[src/rtl/aob_pkg.sv]
package aob_pkg;

  localparam int SCREEN_WIDTH   = 640;
  localparam int VISIBLE_ROWS   = 330;
  localparam int MAX_SPRITE_DIM = 1024;
  localparam int FULL_ALPHA     = 250;

  localparam int PX_W  = $clog2(SCREEN_WIDTH);
  localparam int PY_W  = $clog2(VISIBLE_ROWS);
  localparam int LIN_W = $clog2(SCREEN_WIDTH * VISIBLE_ROWS);

  localparam int CFG_DATA_W = 32;
  localparam int CFG_IDX_W  = 3;

  typedef enum logic [CFG_IDX_W-1:0] {
    REG_FRAME_BASE    = 3'd0,
    REG_ORIGIN_X      = 3'd1,
    REG_ORIGIN_Y      = 3'd2,
    REG_SPRITE_WIDTH  = 3'd3,
    REG_SPRITE_HEIGHT = 3'd4,
    REG_GLOBAL_ALPHA  = 3'd5
  } cfg_reg_t;

  // stage advance strobes for the channel blender
  typedef struct packed {
    logic en_a;
    logic en_b;
  } mix_ctl_t;

endpackage

[src/rtl/aob_if.sv]
interface aob_in_if;
  logic        valid;
  logic        ready;
  logic [9:0]  sprite_col;
  logic [9:0]  sprite_row;
  logic [15:0] src_pixel;
  logic [15:0] dst_pixel;

  modport source (output valid, sprite_col, sprite_row, src_pixel, dst_pixel, input ready);
  modport sink   (input valid, sprite_col, sprite_row, src_pixel, dst_pixel, output ready);
endinterface

interface aob_out_if;
  logic        valid;
  logic        ready;
  logic        write_enable;
  logic [31:0] write_address;
  logic [15:0] write_color;

  modport source (output valid, write_enable, write_address, write_color, input ready);
  modport sink   (input valid, write_enable, write_address, write_color, output ready);
endinterface

[src/rtl/aob_mix.sv]
// One color channel: dst + floor((src - dst) * eff / 256), two register stages.
module aob_mix (
  input  logic            clk,
  input  aob_pkg::mix_ctl_t ctl,
  input  logic [5:0]      src,
  input  logic [5:0]      dst,
  input  logic [7:0]      eff,
  input  logic            full,
  input  logic            wr,
  output logic [5:0]      res
);

  logic signed [6:0]  diff;
  logic signed [15:0] prod_nxt, prod_r;
  logic [5:0]         src_r, dst_r;
  logic               full_r, wr_r;
  logic signed [7:0]  q;
  logic [5:0]         res_nxt, res_r;

  assign diff     = $signed({1'b0, src}) - $signed({1'b0, dst});
  assign prod_nxt = 16'(diff * $signed({1'b0, eff}));

  always_ff @(posedge clk) begin
    if (ctl.en_a) begin
      prod_r <= prod_nxt;
      src_r  <= src;
      dst_r  <= dst;
      full_r <= full;
      wr_r   <= wr;
    end
  end

  // arithmetic shift floors toward minus infinity
  assign q = prod_r[15:8];

  always_comb begin
    if (!wr_r) begin
      res_nxt = '0;
    end else if (full_r) begin
      res_nxt = src_r;
    end else begin
      res_nxt = dst_r + q[5:0];
    end
  end

  always_ff @(posedge clk) begin
    if (ctl.en_b) begin
      res_r <= res_nxt;
    end
  end

  assign res = res_r;

endmodule

[src/rtl/argb4444_over_rgb565_blend.sv]
// Throughput: one pixel per clock while out_ch.ready does not stall it; four register stages (clip,
// alpha multiply, channel multiply plus address add, output) each with its own valid bit.
// Reset (synchronous, rst_n low): pipeline emptied, all configuration registers
// cleared to zero, which disables all writes until global alpha and sprite size are set.
module argb4444_over_rgb565_blend (
  input  logic                           clk,
  input  logic                           rst_n,
  aob_in_if.sink                         in_ch,
  aob_out_if.source                      out_ch,
  input  logic                           cfg_we,
  input  logic [aob_pkg::CFG_IDX_W-1:0]  cfg_index,
  input  logic [aob_pkg::CFG_DATA_W-1:0] cfg_wdata
);

  localparam int PX_W  = aob_pkg::PX_W;
  localparam int PY_W  = aob_pkg::PY_W;
  localparam int LIN_W = aob_pkg::LIN_W;

  // configuration
  logic [31:0] frame_base_r;
  logic [11:0] origin_x_r, origin_y_r;
  logic [10:0] sprite_width_r, sprite_height_r;
  logic [7:0]  global_alpha_r;

  always_ff @(posedge clk) begin
    if (!rst_n) begin
      frame_base_r    <= '0;
      origin_x_r      <= '0;
      origin_y_r      <= '0;
      sprite_width_r  <= '0;
      sprite_height_r <= '0;
      global_alpha_r  <= '0;
    end else if (cfg_we) begin
      unique case (aob_pkg::cfg_reg_t'(cfg_index))
        aob_pkg::REG_FRAME_BASE:    frame_base_r    <= cfg_wdata;
        aob_pkg::REG_ORIGIN_X:      origin_x_r      <= cfg_wdata[11:0];
        aob_pkg::REG_ORIGIN_Y:      origin_y_r      <= cfg_wdata[11:0];
        aob_pkg::REG_SPRITE_WIDTH:  sprite_width_r  <= cfg_wdata[10:0];
        aob_pkg::REG_SPRITE_HEIGHT: sprite_height_r <= cfg_wdata[10:0];
        aob_pkg::REG_GLOBAL_ALPHA:  global_alpha_r  <= cfg_wdata[7:0];
        default: ;
      endcase
    end
  end

  // pipeline flow control
  logic v1_r, v2_r, v3_r, v4_r;
  logic en1, en2, en3, en4;

  assign en4 = !v4_r || out_ch.ready;
  assign en3 = !v3_r || en4;
  assign en2 = !v2_r || en3;
  assign en1 = !v1_r || en2;
  assign in_ch.ready = en1;

  always_ff @(posedge clk) begin
    if (!rst_n) begin
      v1_r <= 1'b0;
      v2_r <= 1'b0;
      v3_r <= 1'b0;
      v4_r <= 1'b0;
    end else begin
      if (en1) v1_r <= in_ch.valid;
      if (en2) v2_r <= v1_r;
      if (en3) v3_r <= v2_r;
      if (en4) v4_r <= v3_r;
    end
  end

  // stage 1: placement and clipping
  logic signed [12:0] px, py;
  logic [12:0]        col_ext, row_ext;
  logic               in_sprite, on_screen, ok1_nxt;
  logic [3:0]         a4, r4, g4, b4;

  assign col_ext = {3'b0, in_ch.sprite_col};
  assign row_ext = {3'b0, in_ch.sprite_row};
  assign px = $signed({origin_x_r[11], origin_x_r}) + $signed(col_ext);
  assign py = $signed({origin_y_r[11], origin_y_r}) + $signed(row_ext);
  assign a4 = in_ch.src_pixel[15:12];
  assign r4 = in_ch.src_pixel[11:8];
  assign g4 = in_ch.src_pixel[7:4];
  assign b4 = in_ch.src_pixel[3:0];

  assign in_sprite = (col_ext < {2'b0, sprite_width_r})
                  && (col_ext < 13'(aob_pkg::MAX_SPRITE_DIM))
                  && (row_ext < {2'b0, sprite_height_r})
                  && (row_ext < 13'(aob_pkg::MAX_SPRITE_DIM));
  assign on_screen = !px[12] && (px < 13'(aob_pkg::SCREEN_WIDTH))
                  && !py[12] && (py < 13'(aob_pkg::VISIBLE_ROWS));
  assign ok1_nxt = (global_alpha_r != 8'd0) && in_sprite && on_screen && (a4 != 4'd0);

  logic            ok1_r;
  logic [PX_W-1:0] px1_r;
  logic [PY_W-1:0] py1_r;
  logic [7:0]      a17_r;
  logic [4:0]      rs1_r, bs1_r;
  logic [5:0]      gs1_r;
  logic [15:0]     dst1_r;

  always_ff @(posedge clk) begin
    if (en1) begin
      ok1_r  <= ok1_nxt;
      px1_r  <= px[PX_W-1:0];
      py1_r  <= py[PY_W-1:0];
      a17_r  <= {a4, a4};
      rs1_r  <= {r4, r4[3]};
      gs1_r  <= {g4, g4[3:2]};
      bs1_r  <= {b4, b4[3]};
      dst1_r <= in_ch.dst_pixel;
    end
  end

  // stage 2: effective alpha and linear pixel index
  logic [15:0]      alpha_prod;
  logic [LIN_W-1:0] lin_nxt;

  assign alpha_prod = a17_r * global_alpha_r;
  assign lin_nxt = LIN_W'(py1_r) * LIN_W'(aob_pkg::SCREEN_WIDTH) + LIN_W'(px1_r);

  logic             ok2_r;
  logic [7:0]       eff2_r;
  logic [LIN_W-1:0] lin2_r;
  logic [4:0]       rs2_r, bs2_r;
  logic [5:0]       gs2_r;
  logic [15:0]      dst2_r;

  always_ff @(posedge clk) begin
    if (en2) begin
      ok2_r  <= ok1_r && (alpha_prod[15:8] != 8'd0);
      eff2_r <= alpha_prod[15:8];
      lin2_r <= lin_nxt;
      rs2_r  <= rs1_r;
      gs2_r  <= gs1_r;
      bs2_r  <= bs1_r;
      dst2_r <= dst1_r;
    end
  end

  // stage 3: byte address; channel products run inside the blenders
  logic             full2;
  logic             ok3_r;
  logic [31:0]      addr3_r;
  aob_pkg::mix_ctl_t mix_ctl;
  logic [5:0]       r_res, g_res, b_res;

  assign full2 = eff2_r >= 8'(aob_pkg::FULL_ALPHA);
  assign mix_ctl.en_a = en3;
  assign mix_ctl.en_b = en4;

  always_ff @(posedge clk) begin
    if (en3) begin
      ok3_r   <= ok2_r;
      addr3_r <= frame_base_r + 32'({lin2_r, 1'b0});
    end
  end

  aob_mix u_mix_r (
    .clk (clk), .ctl (mix_ctl), .src ({1'b0, rs2_r}), .dst ({1'b0, dst2_r[15:11]}),
    .eff (eff2_r), .full (full2), .wr (ok2_r), .res (r_res)
  );

  aob_mix u_mix_g (
    .clk (clk), .ctl (mix_ctl), .src (gs2_r), .dst (dst2_r[10:5]),
    .eff (eff2_r), .full (full2), .wr (ok2_r), .res (g_res)
  );

  aob_mix u_mix_b (
    .clk (clk), .ctl (mix_ctl), .src ({1'b0, bs2_r}), .dst ({1'b0, dst2_r[4:0]}),
    .eff (eff2_r), .full (full2), .wr (ok2_r), .res (b_res)
  );

  // stage 4: output register
  logic        ok4_r;
  logic [31:0] addr4_r;

  always_ff @(posedge clk) begin
    if (en4) begin
      ok4_r   <= ok3_r;
      addr4_r <= ok3_r ? addr3_r : 32'd0;
    end
  end

  assign out_ch.valid         = v4_r;
  assign out_ch.write_enable  = ok4_r;
  assign out_ch.write_address = addr4_r;
  assign out_ch.write_color   = {r_res[4:0], g_res, b_res[4:0]};

endmodule

[src/flat_wrapper.sv]
// flat-port wrapper written by rule: the top's interface ports become plain ports
module argb4444_over_rgb565_blend_flat 
  (clk, rst_n, cfg_we, cfg_index, cfg_wdata, in_ch_valid, in_ch_sprite_col, in_ch_sprite_row, in_ch_src_pixel, in_ch_dst_pixel, in_ch_ready, out_ch_valid, out_ch_write_enable, out_ch_write_address, out_ch_write_color, out_ch_ready);
  aob_in_if in_ch_i ();
  aob_out_if out_ch_i ();
  input  logic clk;
  input  logic rst_n;
  input  logic cfg_we;
  input  logic [aob_pkg::CFG_IDX_W-1:0] cfg_index;
  input  logic [aob_pkg::CFG_DATA_W-1:0] cfg_wdata;
  input wire logic [$bits(in_ch_i.valid)-1:0] in_ch_valid;
  input wire logic [$bits(in_ch_i.sprite_col)-1:0] in_ch_sprite_col;
  input wire logic [$bits(in_ch_i.sprite_row)-1:0] in_ch_sprite_row;
  input wire logic [$bits(in_ch_i.src_pixel)-1:0] in_ch_src_pixel;
  input wire logic [$bits(in_ch_i.dst_pixel)-1:0] in_ch_dst_pixel;
  output wire logic [$bits(in_ch_i.ready)-1:0] in_ch_ready;
  output wire logic [$bits(out_ch_i.valid)-1:0] out_ch_valid;
  output wire logic [$bits(out_ch_i.write_enable)-1:0] out_ch_write_enable;
  output wire logic [$bits(out_ch_i.write_address)-1:0] out_ch_write_address;
  output wire logic [$bits(out_ch_i.write_color)-1:0] out_ch_write_color;
  input wire logic [$bits(out_ch_i.ready)-1:0] out_ch_ready;
  assign in_ch_i.valid = in_ch_valid;
  assign in_ch_i.sprite_col = in_ch_sprite_col;
  assign in_ch_i.sprite_row = in_ch_sprite_row;
  assign in_ch_i.src_pixel = in_ch_src_pixel;
  assign in_ch_i.dst_pixel = in_ch_dst_pixel;
  assign in_ch_ready = in_ch_i.ready;
  assign out_ch_valid = out_ch_i.valid;
  assign out_ch_write_enable = out_ch_i.write_enable;
  assign out_ch_write_address = out_ch_i.write_address;
  assign out_ch_write_color = out_ch_i.write_color;
  assign out_ch_i.ready = out_ch_ready;
  argb4444_over_rgb565_blend u_core (.clk(clk), .rst_n(rst_n), .in_ch(in_ch_i), .out_ch(out_ch_i), .cfg_we(cfg_we), .cfg_index(cfg_index), .cfg_wdata(cfg_wdata));
endmodule
[config.mk]
export PLATFORM = sky130hd
export DESIGN_NAME = argb4444_over_rgb565_blend_flat
export DESIGN_NICKNAME = d
export VERILOG_FILES = /design/src/rtl/aob_pkg.sv /design/src/rtl/aob_if.sv /design/src/rtl/aob_mix.sv /design/src/rtl/argb4444_over_rgb565_blend.sv /design/src/flat_wrapper.sv
export SDC_FILE = /design/constraint.sdc
export NUM_CORES = 1
export LEC_CHECK = 0
export ABC_AREA = 1
export BUFFER_PORTS_ARGS = -buffer_cell sky130_fd_sc_hd__buf_2
export CORE_UTILIZATION = 62
export DETAILED_ROUTE_END_ITERATION = 12
export PLACE_DENSITY = 0.86
export SYNTH_ARGS = -nofsm -noshare
export SYNTH_HDL_FRONTEND = slang
export SYNTH_SLANG_ARGS = --single-unit
[constraint.sdc]
create_clock -name clk -period 11.2 [get_ports clk]
set_clock_uncertainty 0.2 [all_clocks]
set_input_delay 2.8 -clock clk [delete_from_list [all_inputs] [get_ports clk]]
set_output_delay 2.8 -clock clk [all_outputs]
set_load 0.03 [all_outputs]
* Word-level counts from Yosys, hierarchy flattened *
Index checks and enable logic that the tools add are counted.

storage, ports and cells
  register bits = 364
  latch bits = 0
  memory bits (writable) = 0
  bits in read-only memories = 0
  memories kept = 0

operators by class
  $add $sub $neg = 10
  $mul = 5
  div/mod/pow operators = 0
  $lt $le $gt $ge = 7
  equal/unequal tests = 5
  shifts and indexed selects = 0
  mux-type cells = 3
  bitwise gates (word level) = 0
  reductions and logical operators = 30

operators with widths
  operator                                                   count
  adder 32 x 19 -> 32 bit                                    1
  adder 12 x 11 -> 13 bit                                    2
  multiplier 6 x 9 -> 13 bit                                 2
  < comparator 10 x 11 -> 1 bit                              2
  < comparator 10 x 11 -> 1 bit (second input constant)      2
  adder 18 x 10 -> 18 bit                                    1
  multiplier 8 x 8 -> 16 bit                                 1
  nonzero test 8 bit                                         2
  multiplier 7 x 9 -> 14 bit                                 1
  < comparator 13 x 10 -> 1 bit (second input constant)      1
  < comparator 13 x 11 -> 1 bit (second input constant)      1
  AND reduction 2 bit                                        6
  subtractor 5 x 5 -> 6 bit                                  2
  multiplier 9 x 3 -> 11 bit (second input constant)         1
  adder 5 bit                                                2
  logical AND 1 bit                                          10
  two-way mux 5 bit                                          2
  greater-or-equal comparator 8 bit (second input constant)  1
  subtractor 6 x 6 -> 7 bit                                  1
  adder 6 bit                                                1
  == test 3 x 2 -> 1 bit (second input constant)             2
  == test 3 bit (second input constant)                      2
  zero test 1 bit                                            6
  two-way mux 6 bit                                          1
  other kinds (4)                                            7

* Longest topological paths before layout *
Gate-level depths: netlist of the first run.

  word-level depth = 7
  depth in mapped cells = 27
  depth with buffers taken out = 27

* By module *
A second synthesis of the first run with hierarchy kept.

second synthesis, totals
  cells, all modules = 2730
  area, all modules = 23799.1 um2

by module, submodules not included
  module                      instances  cells each  area each (um2)
  argb4444_over_rgb565_blend  1          1523        14067.2
  aob_mix (u_core.u_mix_r)    1          406         3275.6
  aob_mix (u_core.u_mix_b)    1          402         3248.1
  aob_mix (u_core.u_mix_g)    1          399         3208.1

* Worst setup path before layout of the first run *
Ideal clock, no wire load.

  path type = input port to output port
  from = input port out_ch_ready
  to = output port in_ch_ready
  arrival = 7098 ps
  setup slack = 1102 ps
  stages on the path = 6
  path buffers = 0
  cell sequence = nor2_1 inv_1 nor2_1 inv_1 nor2_1 nand2_1

on the way
  cells in the longest elaborated chain, start to end = 4

RTL lines
  what              line                              text
  from (decl)       flat_wrapper.sv:21                input wire logic [$bits(out_ch_i.ready)-1:0] out_ch_ready;
  logical OR 1 bit  argb4444_over_rgb565_blend.sv:50  assign en4 = !v4_r || out_ch.ready;
  via u_core.en4    argb4444_over_rgb565_blend.sv:48  logic en1, en2, en3, en4;
  logical OR 1 bit  argb4444_over_rgb565_blend.sv:51  assign en3 = !v3_r || en4;
  via u_core.en3    argb4444_over_rgb565_blend.sv:48
  logical OR 1 bit  argb4444_over_rgb565_blend.sv:52  assign en2 = !v2_r || en3;
  logical OR 1 bit  argb4444_over_rgb565_blend.sv:53  assign en1 = !v1_r || en2;
  to (decl)         flat_wrapper.sv:16                output wire logic [$bits(in_ch_i.ready)-1:0] in_ch_ready;

The timed path passes the listed nets, and every way through them passes these cells.

* Worst setup path in the final report of the first run *
Ends and elaborated chain as after synthesis.

==> impl_metrics.py, run 1 <==
metrics = {
    "detailed_routing": {
        "wl_per_cell_um": 15.59,
        "wl_um": 47090,
        "drt_iter0_markers": 1082,
        "vias": 16290,
        "dr.pass1.iters": 9,
        "ant_nets": 0,
        "route.detailed.drc": 2,
        "vias_per_cell": 5.393,
    },
    "cts": {
        "post_cts_buffers": 0,
        "h-tree-depth": 2,
        "cts_tree": "yes",
        "cts.sinks": 324,
        "post_cts_resized": 0,
        "numCtsBuffers": 35,
        "clk_path_buf_depth": 3,
        "cts_root_buf": "clkbuf_16",
        "insertion_delay_ns": 0.53,
        "postCtsHoldBufs": 0,
        "cts.clk_slew.worst_paths_ns": 0.06,
    },
    "layout": {
        "syn_to_final_growth_pct": 10.61,
        "drive_above_1_share_pct": 9.357,
        "final_cell_mix": "461 x inv_1, 443 x nand2_1, 273 x nor2_1",
        "layout_commonest_cell": "inv_1",
        "final_util_pct": 69.45,
        "layout.nets": 2965,
        "fillers": 2604,
    },
    "outcome": {
        "outcome": "finished with violations",
        "failed_checks": "design-rule violations",
    },
    "synthesis": {
        "avgSynthCellArea_um2": 9.015,
        "netlist_area_um2": 21640,
        "synth_enable_flop_cells": 234,
        "syn-num-nets": 2825,
        "synth-seq-cells": 324,
        "yosysWarnings": 0,
        "synth_ff_type": "edfxtp_1",
        "seq_area_frac_synth_pct": 40.80,
        "yosys.cell_types.count": 49,
        "ys_async_sr_fraction_pct": 0,
        "netlist_instances": 2400,
    },
    "sta": {
        "rsz0062_at_grt": "false",
        "finalSetupViolCount": 0,
        "max_freq_ghz": 0.1366,
        "slew_headroom_pct": 19.70,
        "tightest_slew_ns": 1.203,
        "fin_tns_setup_ns": 0,
        "period_share_pct": 65.39,
        "timing.final.crit_period_ns": 7.323,
        "slew_viol_final": 0,
        "hold_viol": 0,
    },
    "placed_design": {
        "gp_congestion": 0.9209,
        "io_buffers": 142,
        "dp_hpwl_um": 35950,
    },
    "grt": {
        "grt_antenna_before_repair": 1,
        "grt.total_usage_pct": 27.10,
        "grt_max_degree": 89,
        "grt-ovfl-total": 0,
        "grt_pass1_wl_um": 77190,
        "grt_pass1_vias": 16410,
    },
    "die": {
        "start_util_pct": 62.79,
        "ios": 143,
        "core_region_area_um2": 34460,
        "die-area_um2": 35650,
        "dieWidth_um": 188.8,
        "fp.dieH_um": 188.8,
        "core.rowCount": 68,
    },
    "pwr": {
        "cellPowerDensity_nw_per_um2": 150.5,
        "leakagePower_nw": 12.26,
        "vdd.ir_drop.worst_mv": 0.1304,
    },
    "critical_path": {
        "crit_path_end_kind": "primary output",
        "critPathLaunchType": "input port",
        "critical_path_arrival_ns": 4.32,
        "crit_type": "in -> out",
        "required_ns": 8.20,
        "cp_max_fo": 51,
    },
    "flow_run": {
        "maxCapViolations": 0,
    },
    "min_path": {
        "worstHoldPathType": "reg -> reg",
    },
}
-- cells by family after synthesis --
| logic type | share of synthesized area [%] |
|---|---|
| and+or+nand+nor | 15.79 |
| AOI/OAI and AO/OA | 7.530 |
| xor gates and xnor gates | 3.516 |
| adders and majority gates | 23.39 |
| buffers and inverters | 8.975 |
| DFF | 40.81 |
-- per-stage QoR --
step	worst slack, ns	cells	hold WS (ns)	cell area (µm²)	total power, mW
floorplan	1.102	2400	0.2003	21640	2.204
global placement	3.844	2958	0.2018	22790	2.402
detailed placement	3.870	2958	0.2054	22790	2.454
CTS	3.863	3020	0.2136	23930	3.609
global route	3.669	3020	0.2197	23930	3.802
finish	3.877	3021	0.2118	23930	3.601
-- worst max-delay path, cell delays in order --
cell,delay [ns]
buf_2,0.10
nor2_1,0.12
inv_2,0.40
nor2_1,0.26
inv_2,0.05
nor2_1,0.21
nand2_2,0.16
buf_2,0.21
-- cell usage after synthesis, types with 6 or more instances --
master | instances | area (µm²)
inv_1 | 464 | 1742
nand2_1 | 444 | 1667
nor2_1 | 273 | 1025
edfxtp_1 | 234 | 7027
ha_1 | 214 | 2678
a21oi_1 | 127 | 635.6
o21ai_0 | 121 | 605.6
fa_1 | 119 | 2382
dfxtp_1 | 90 | 1802
nand3_1 | 61 | 305.3
xor2_1 | 45 | 394.1
clkbuf_1 | 40 | 150.1
xnor2_1 | 40 | 350.3
nand4_1 | 21 | 131.4
o21ai_1 | 10 | 50.05
nand3b_1 | 8 | 60.06
nor3_1 | 8 | 40.04
or2_2 | 7 | 43.79
nor4_1 | 6 | 37.54
-- registers in the layout, indices dropped and copies added, names as in the netlist, 6 cells and up --
register	count
u_core.u_mix_g.res	6
u_core.dst2_r	16
u_core.out_ch.write_address	32
u_core.sprite_height_r	11
u_core.px1_r	10
u_core.lin2_r	18
u_core.origin_x_r	12
u_core.py1_r	9
u_core.dst1_r	16
u_core.eff2_r	8
u_core.origin_y_r	12
u_core.u_mix_g.prod_r	6
u_core.addr3_r	32
u_core.frame_base_r	32
u_core.sprite_width_r	11
u_core.u_mix_g.dst_r	6
u_core.global_alpha_r	8
-- cell type report --
class | count | area, µm² | area share, %
Clock inverter | 19 | 202.7 | 0.8470
Multi-Input combinational cell | 1561 | 10870 | 45.41
Inverter | 469 | 1760 | 7.356
Tap cell | 455 | 569.3 | 2.379
Clock buffer | 43 | 937.1 | 3.916
Timing Repair Buffer | 149 | 763.2 | 3.189
Antenna cell | 1 | 2.502 | 0.01046
Sequential cell | 324 | 8828 | 36.89
-- worst paths after layout --
kind	start	slack, ns	to	cells past startpoint
worst max-delay path	out_ch_ready	3.88	in_ch_ready	8
worst max register to register	u_core.gs2_r[4]	5.20	u_core.u_mix_g.prod_r[11]	25
worst min register to register	u_core.px1_r[0]	0.21	u_core.lin2_r[0]	0
worst min-delay path	u_core.px1_r[0]	0.21	u_core.lin2_r[0]	0
-- power breakdown --
group | total, mW | switching [mW] | leakage, nW | internal [mW]
combinational | 0.956 | 0.589 | 8.37 | 0.367
sequential | 1.49 | 0.0657 | 3.33 | 1.43
clock | 1.15 | 0.461 | 0.558 | 0.689
-- per-layer routing --
layer	global-route usage, %	wire (µm)	vias to the layer above
met4	10.05	1466	0
met3	3.893	3527	124
li1	-	-	7948
met2	45.52	22110	626
met1	35.75	19990	7594
met5	0	0	-
No activity file was read; power rests on OpenSTA's default activity.
==> run 2, diff against run 1 <==
- CORE_UTILIZATION: 62 -> 56
- PLACE_DENSITY: 0.86 -> 0.83
- clock period: 11.2 -> 6.29 ns (I/O delays scaled with it)
==> impl_metrics.py, run 2 (same netlist as run 1, synthesis figures left out) <==
metrics = {
    "outcome": {
        "outcome": "finished, final reports clean",
    },
    "layout": {
        "multi_input_area_um2": 10900,
        "fillers": 3112,
        "regArea_um2": 8828,
        "syn_to_final_growth_pct": 11.58,
        "drive_above_1_share_pct": 9.650,
        "layout_commonest_cell": "inv_1",
        "final_cell_mix": "461 x inv_1, 443 x nand2_1, 271 x nor2_1",
        "final_util_pct": 63.79,
        "layout.nets": 2968,
        "diodes": 0,
    },
    "detailed_routing": {
        "ant_nets": 0,
        "drt_iter0_markers": 1051,
        "dr.pass1.iters": 5,
        "vias_per_cell": 5.259,
        "vias": 16200,
        "wl_per_cell_um": 15.55,
        "wl_um": 47910,
        "route.detailed.drc": 0,
    },
    "cts": {
        "h-tree-depth": 2,
        "postCtsHoldBufs": 0,
        "post_cts_buffers": 0,
        "numCtsBuffers": 37,
        "cts_root_buf": "clkbuf_16",
        "post_cts_resized": 0,
        "cts_tree": "yes",
        "cts.sinks": 324,
        "clk_path_buf_depth": 3,
        "cts.clk_slew.worst_paths_ns": 0.06,
        "insertion_delay_ns": 0.57,
    },
    "grt": {
        "grt-ovfl-total": 0,
        "grt.total_usage_pct": 25.11,
        "grt_pass1_vias": 16150,
        "busiest_layer": "met2",
        "grt_pass1_wl_um": 78100,
        "grt_use_met3_pct": 4.900,
        "grt_max_degree": 89,
        "use_met2_pct": 41.52,
        "grt_antenna_before_repair": 1,
        "use_met1_pct": 33.57,
    },
    "die": {
        "fp.dieH_um": 198.6,
        "ios": 143,
        "dieWidth_um": 198.6,
        "start_util_pct": 57.17,
        "die-area_um2": 39430,
        "core_region_area_um2": 37840,
        "core.rowCount": 71,
    },
    "sta": {
        "fin_tns_setup_ns": 0,
        "hold_viol": 0,
        "slew_headroom_pct": 28.30,
        "rsz0062_at_grt": "false",
        "period_share_pct": 93.12,
        "max_freq_ghz": 0.1707,
        "timing.final.crit_period_ns": 5.857,
        "finalSetupViolCount": 0,
        "slew_viol_final": 0,
        "tightest_slew_ns": 1.067,
    },
    "placed_design": {
        "gp_congestion": 0.9530,
        "io_buffers": 142,
        "dp_hpwl_um": 36410,
    },
    "min_path": {
        "worst_hold_path.endpoint": "u_core.lin2_r[6]",
        "hold_depth": 0,
        "worstHoldPathType": "reg -> reg",
        "min_from": "u_core.px1_r[6]",
    },
    "critical_path": {
        "r2r-start": "u_core.dst2_r[7]",
        "crit_type": "reg -> reg",
        "reg2reg_to": "u_core.u_mix_g.prod_r[10]",
        "cp_max_fo": 7,
        "cpPeakStageDelay_ns": 0.55,
        "critical_path_arrival_ns": 5.97,
        "rr_worst_depth": 24,
        "required_ns": 6.40,
        "critPathLaunchType": "flip-flop",
        "crit_path_end_kind": "flip-flop",
        "reg2reg_slack_ns": 0.43,
        "cp_cell_sequence": "inv_1 > ha_1 > a21oi_1 > nand2_1 > a21oi_1 > nor2_1 > nor2_1 > xor2_2 > inv_1 > nand2_1 > fa_1 > fa_1 > inv_1 > fa_1 > inv_1 > fa_1 > inv_1 > ha_1 > a21oi_1 > o21ai_0 > a21oi_1 > inv_2 > a21oi_1 > xnor2_1",
        "cp_slowest_cell": "fa_1",
    },
    "pwr": {
        "cellPowerDensity_nw_per_um2": 270.1,
        "leakagePower_nw": 12.29,
        "vdd.ir_drop.worst_mv": 0.1836,
    },
    "flow_run": {
        "maxCapViolations": 0,
    },
}
[run 2: cell count changes in the layout (fill, tap and decap cells not counted), moves of 2 or more]
cell        previous run  this run
clkbuf_16             36        39
inv_6                  3         0
inv_2                  7         5
nor2_1               273       271
clkinv_2               4         2
nor2_4                 0         2
clkbuf_8               1         3
clkinvlp_4             1         5
bufinv_16              4         2
clkinv_1               7         5
[run 2: final cells by class]
type                    instances  area share [%]
clock buffers                  50           4.343
flip-flops and latches        324           36.57
well taps                     511           2.648
repair buffers                150           3.193
inverters                     469           7.324
multi-input cells            1561           45.14
clock inverters                16          0.7826
[run 2: worst max-delay path, delay by kind of cell, from the launching register on]
kind            cells  cell delay, ns
fa+ha+maj           6            2.74
compound gates      6            1.01
xor+xnor            2            0.46
simple gates        4            0.42
buf+inv             6            0.40
flops               1            0.36
[run 2: per-stage QoR]
step,hold WS [ns],instances,instance area [µm²],power [mW],setup WS (ns)
global route,0.2280,3081,24140,6.902,0.01615
global placement,0.2016,3015,22900,4.284,0.6501
floorplan,0.2003,2400,21670,3.926,0.02849
finish,0.2194,3081,24140,6.520,0.4326
CTS,0.2243,3081,24140,6.561,0.4272
detailed placement,0.2077,3015,22900,4.366,0.4652
[run 2: worst max-delay path by stage]
stage | start | endpoint | slack [ns] | depth (start not counted)
6_report | u_core.dst2_r[7] | u_core.u_mix_g.prod_r[10] | 0.43 | 24
3_5_place_dp | u_core.dst2_r[7] | u_core.u_mix_g.prod_r[10] | 0.47 | 24
5_1_grt | u_core.dst2_r[7] | u_core.u_mix_g.prod_r[10] | 0.02 | 24
4_1_cts | u_core.dst2_r[7] | u_core.u_mix_g.prod_r[10] | 0.43 | 24
2_1_floorplan | out_ch_ready | in_ch_ready | 0.03 | 6
3_3_place_gp | u_core.gs2_r[2] | u_core.u_mix_g.prod_r[11] | 0.65 | 24
[run 2: power breakdown]
part / leakage, nW / internal (mW) / switching [mW]
sequential: 3.33 / 2.54 / 0.114
clock: 0.594 / 1.27 / 0.904
combinational: 8.37 / 0.652 / 1.04
total: 12.3 / 4.47 / 2.05
[run 2: layer usage]
metal	share of wire (%)	wire length, µm	up-vias
met3	7.5	3586	88
li1	-	-	7954
met4	2.3	1104	0
met2	47	22310	538
met5	0	0	-
met1	44	20910	7623
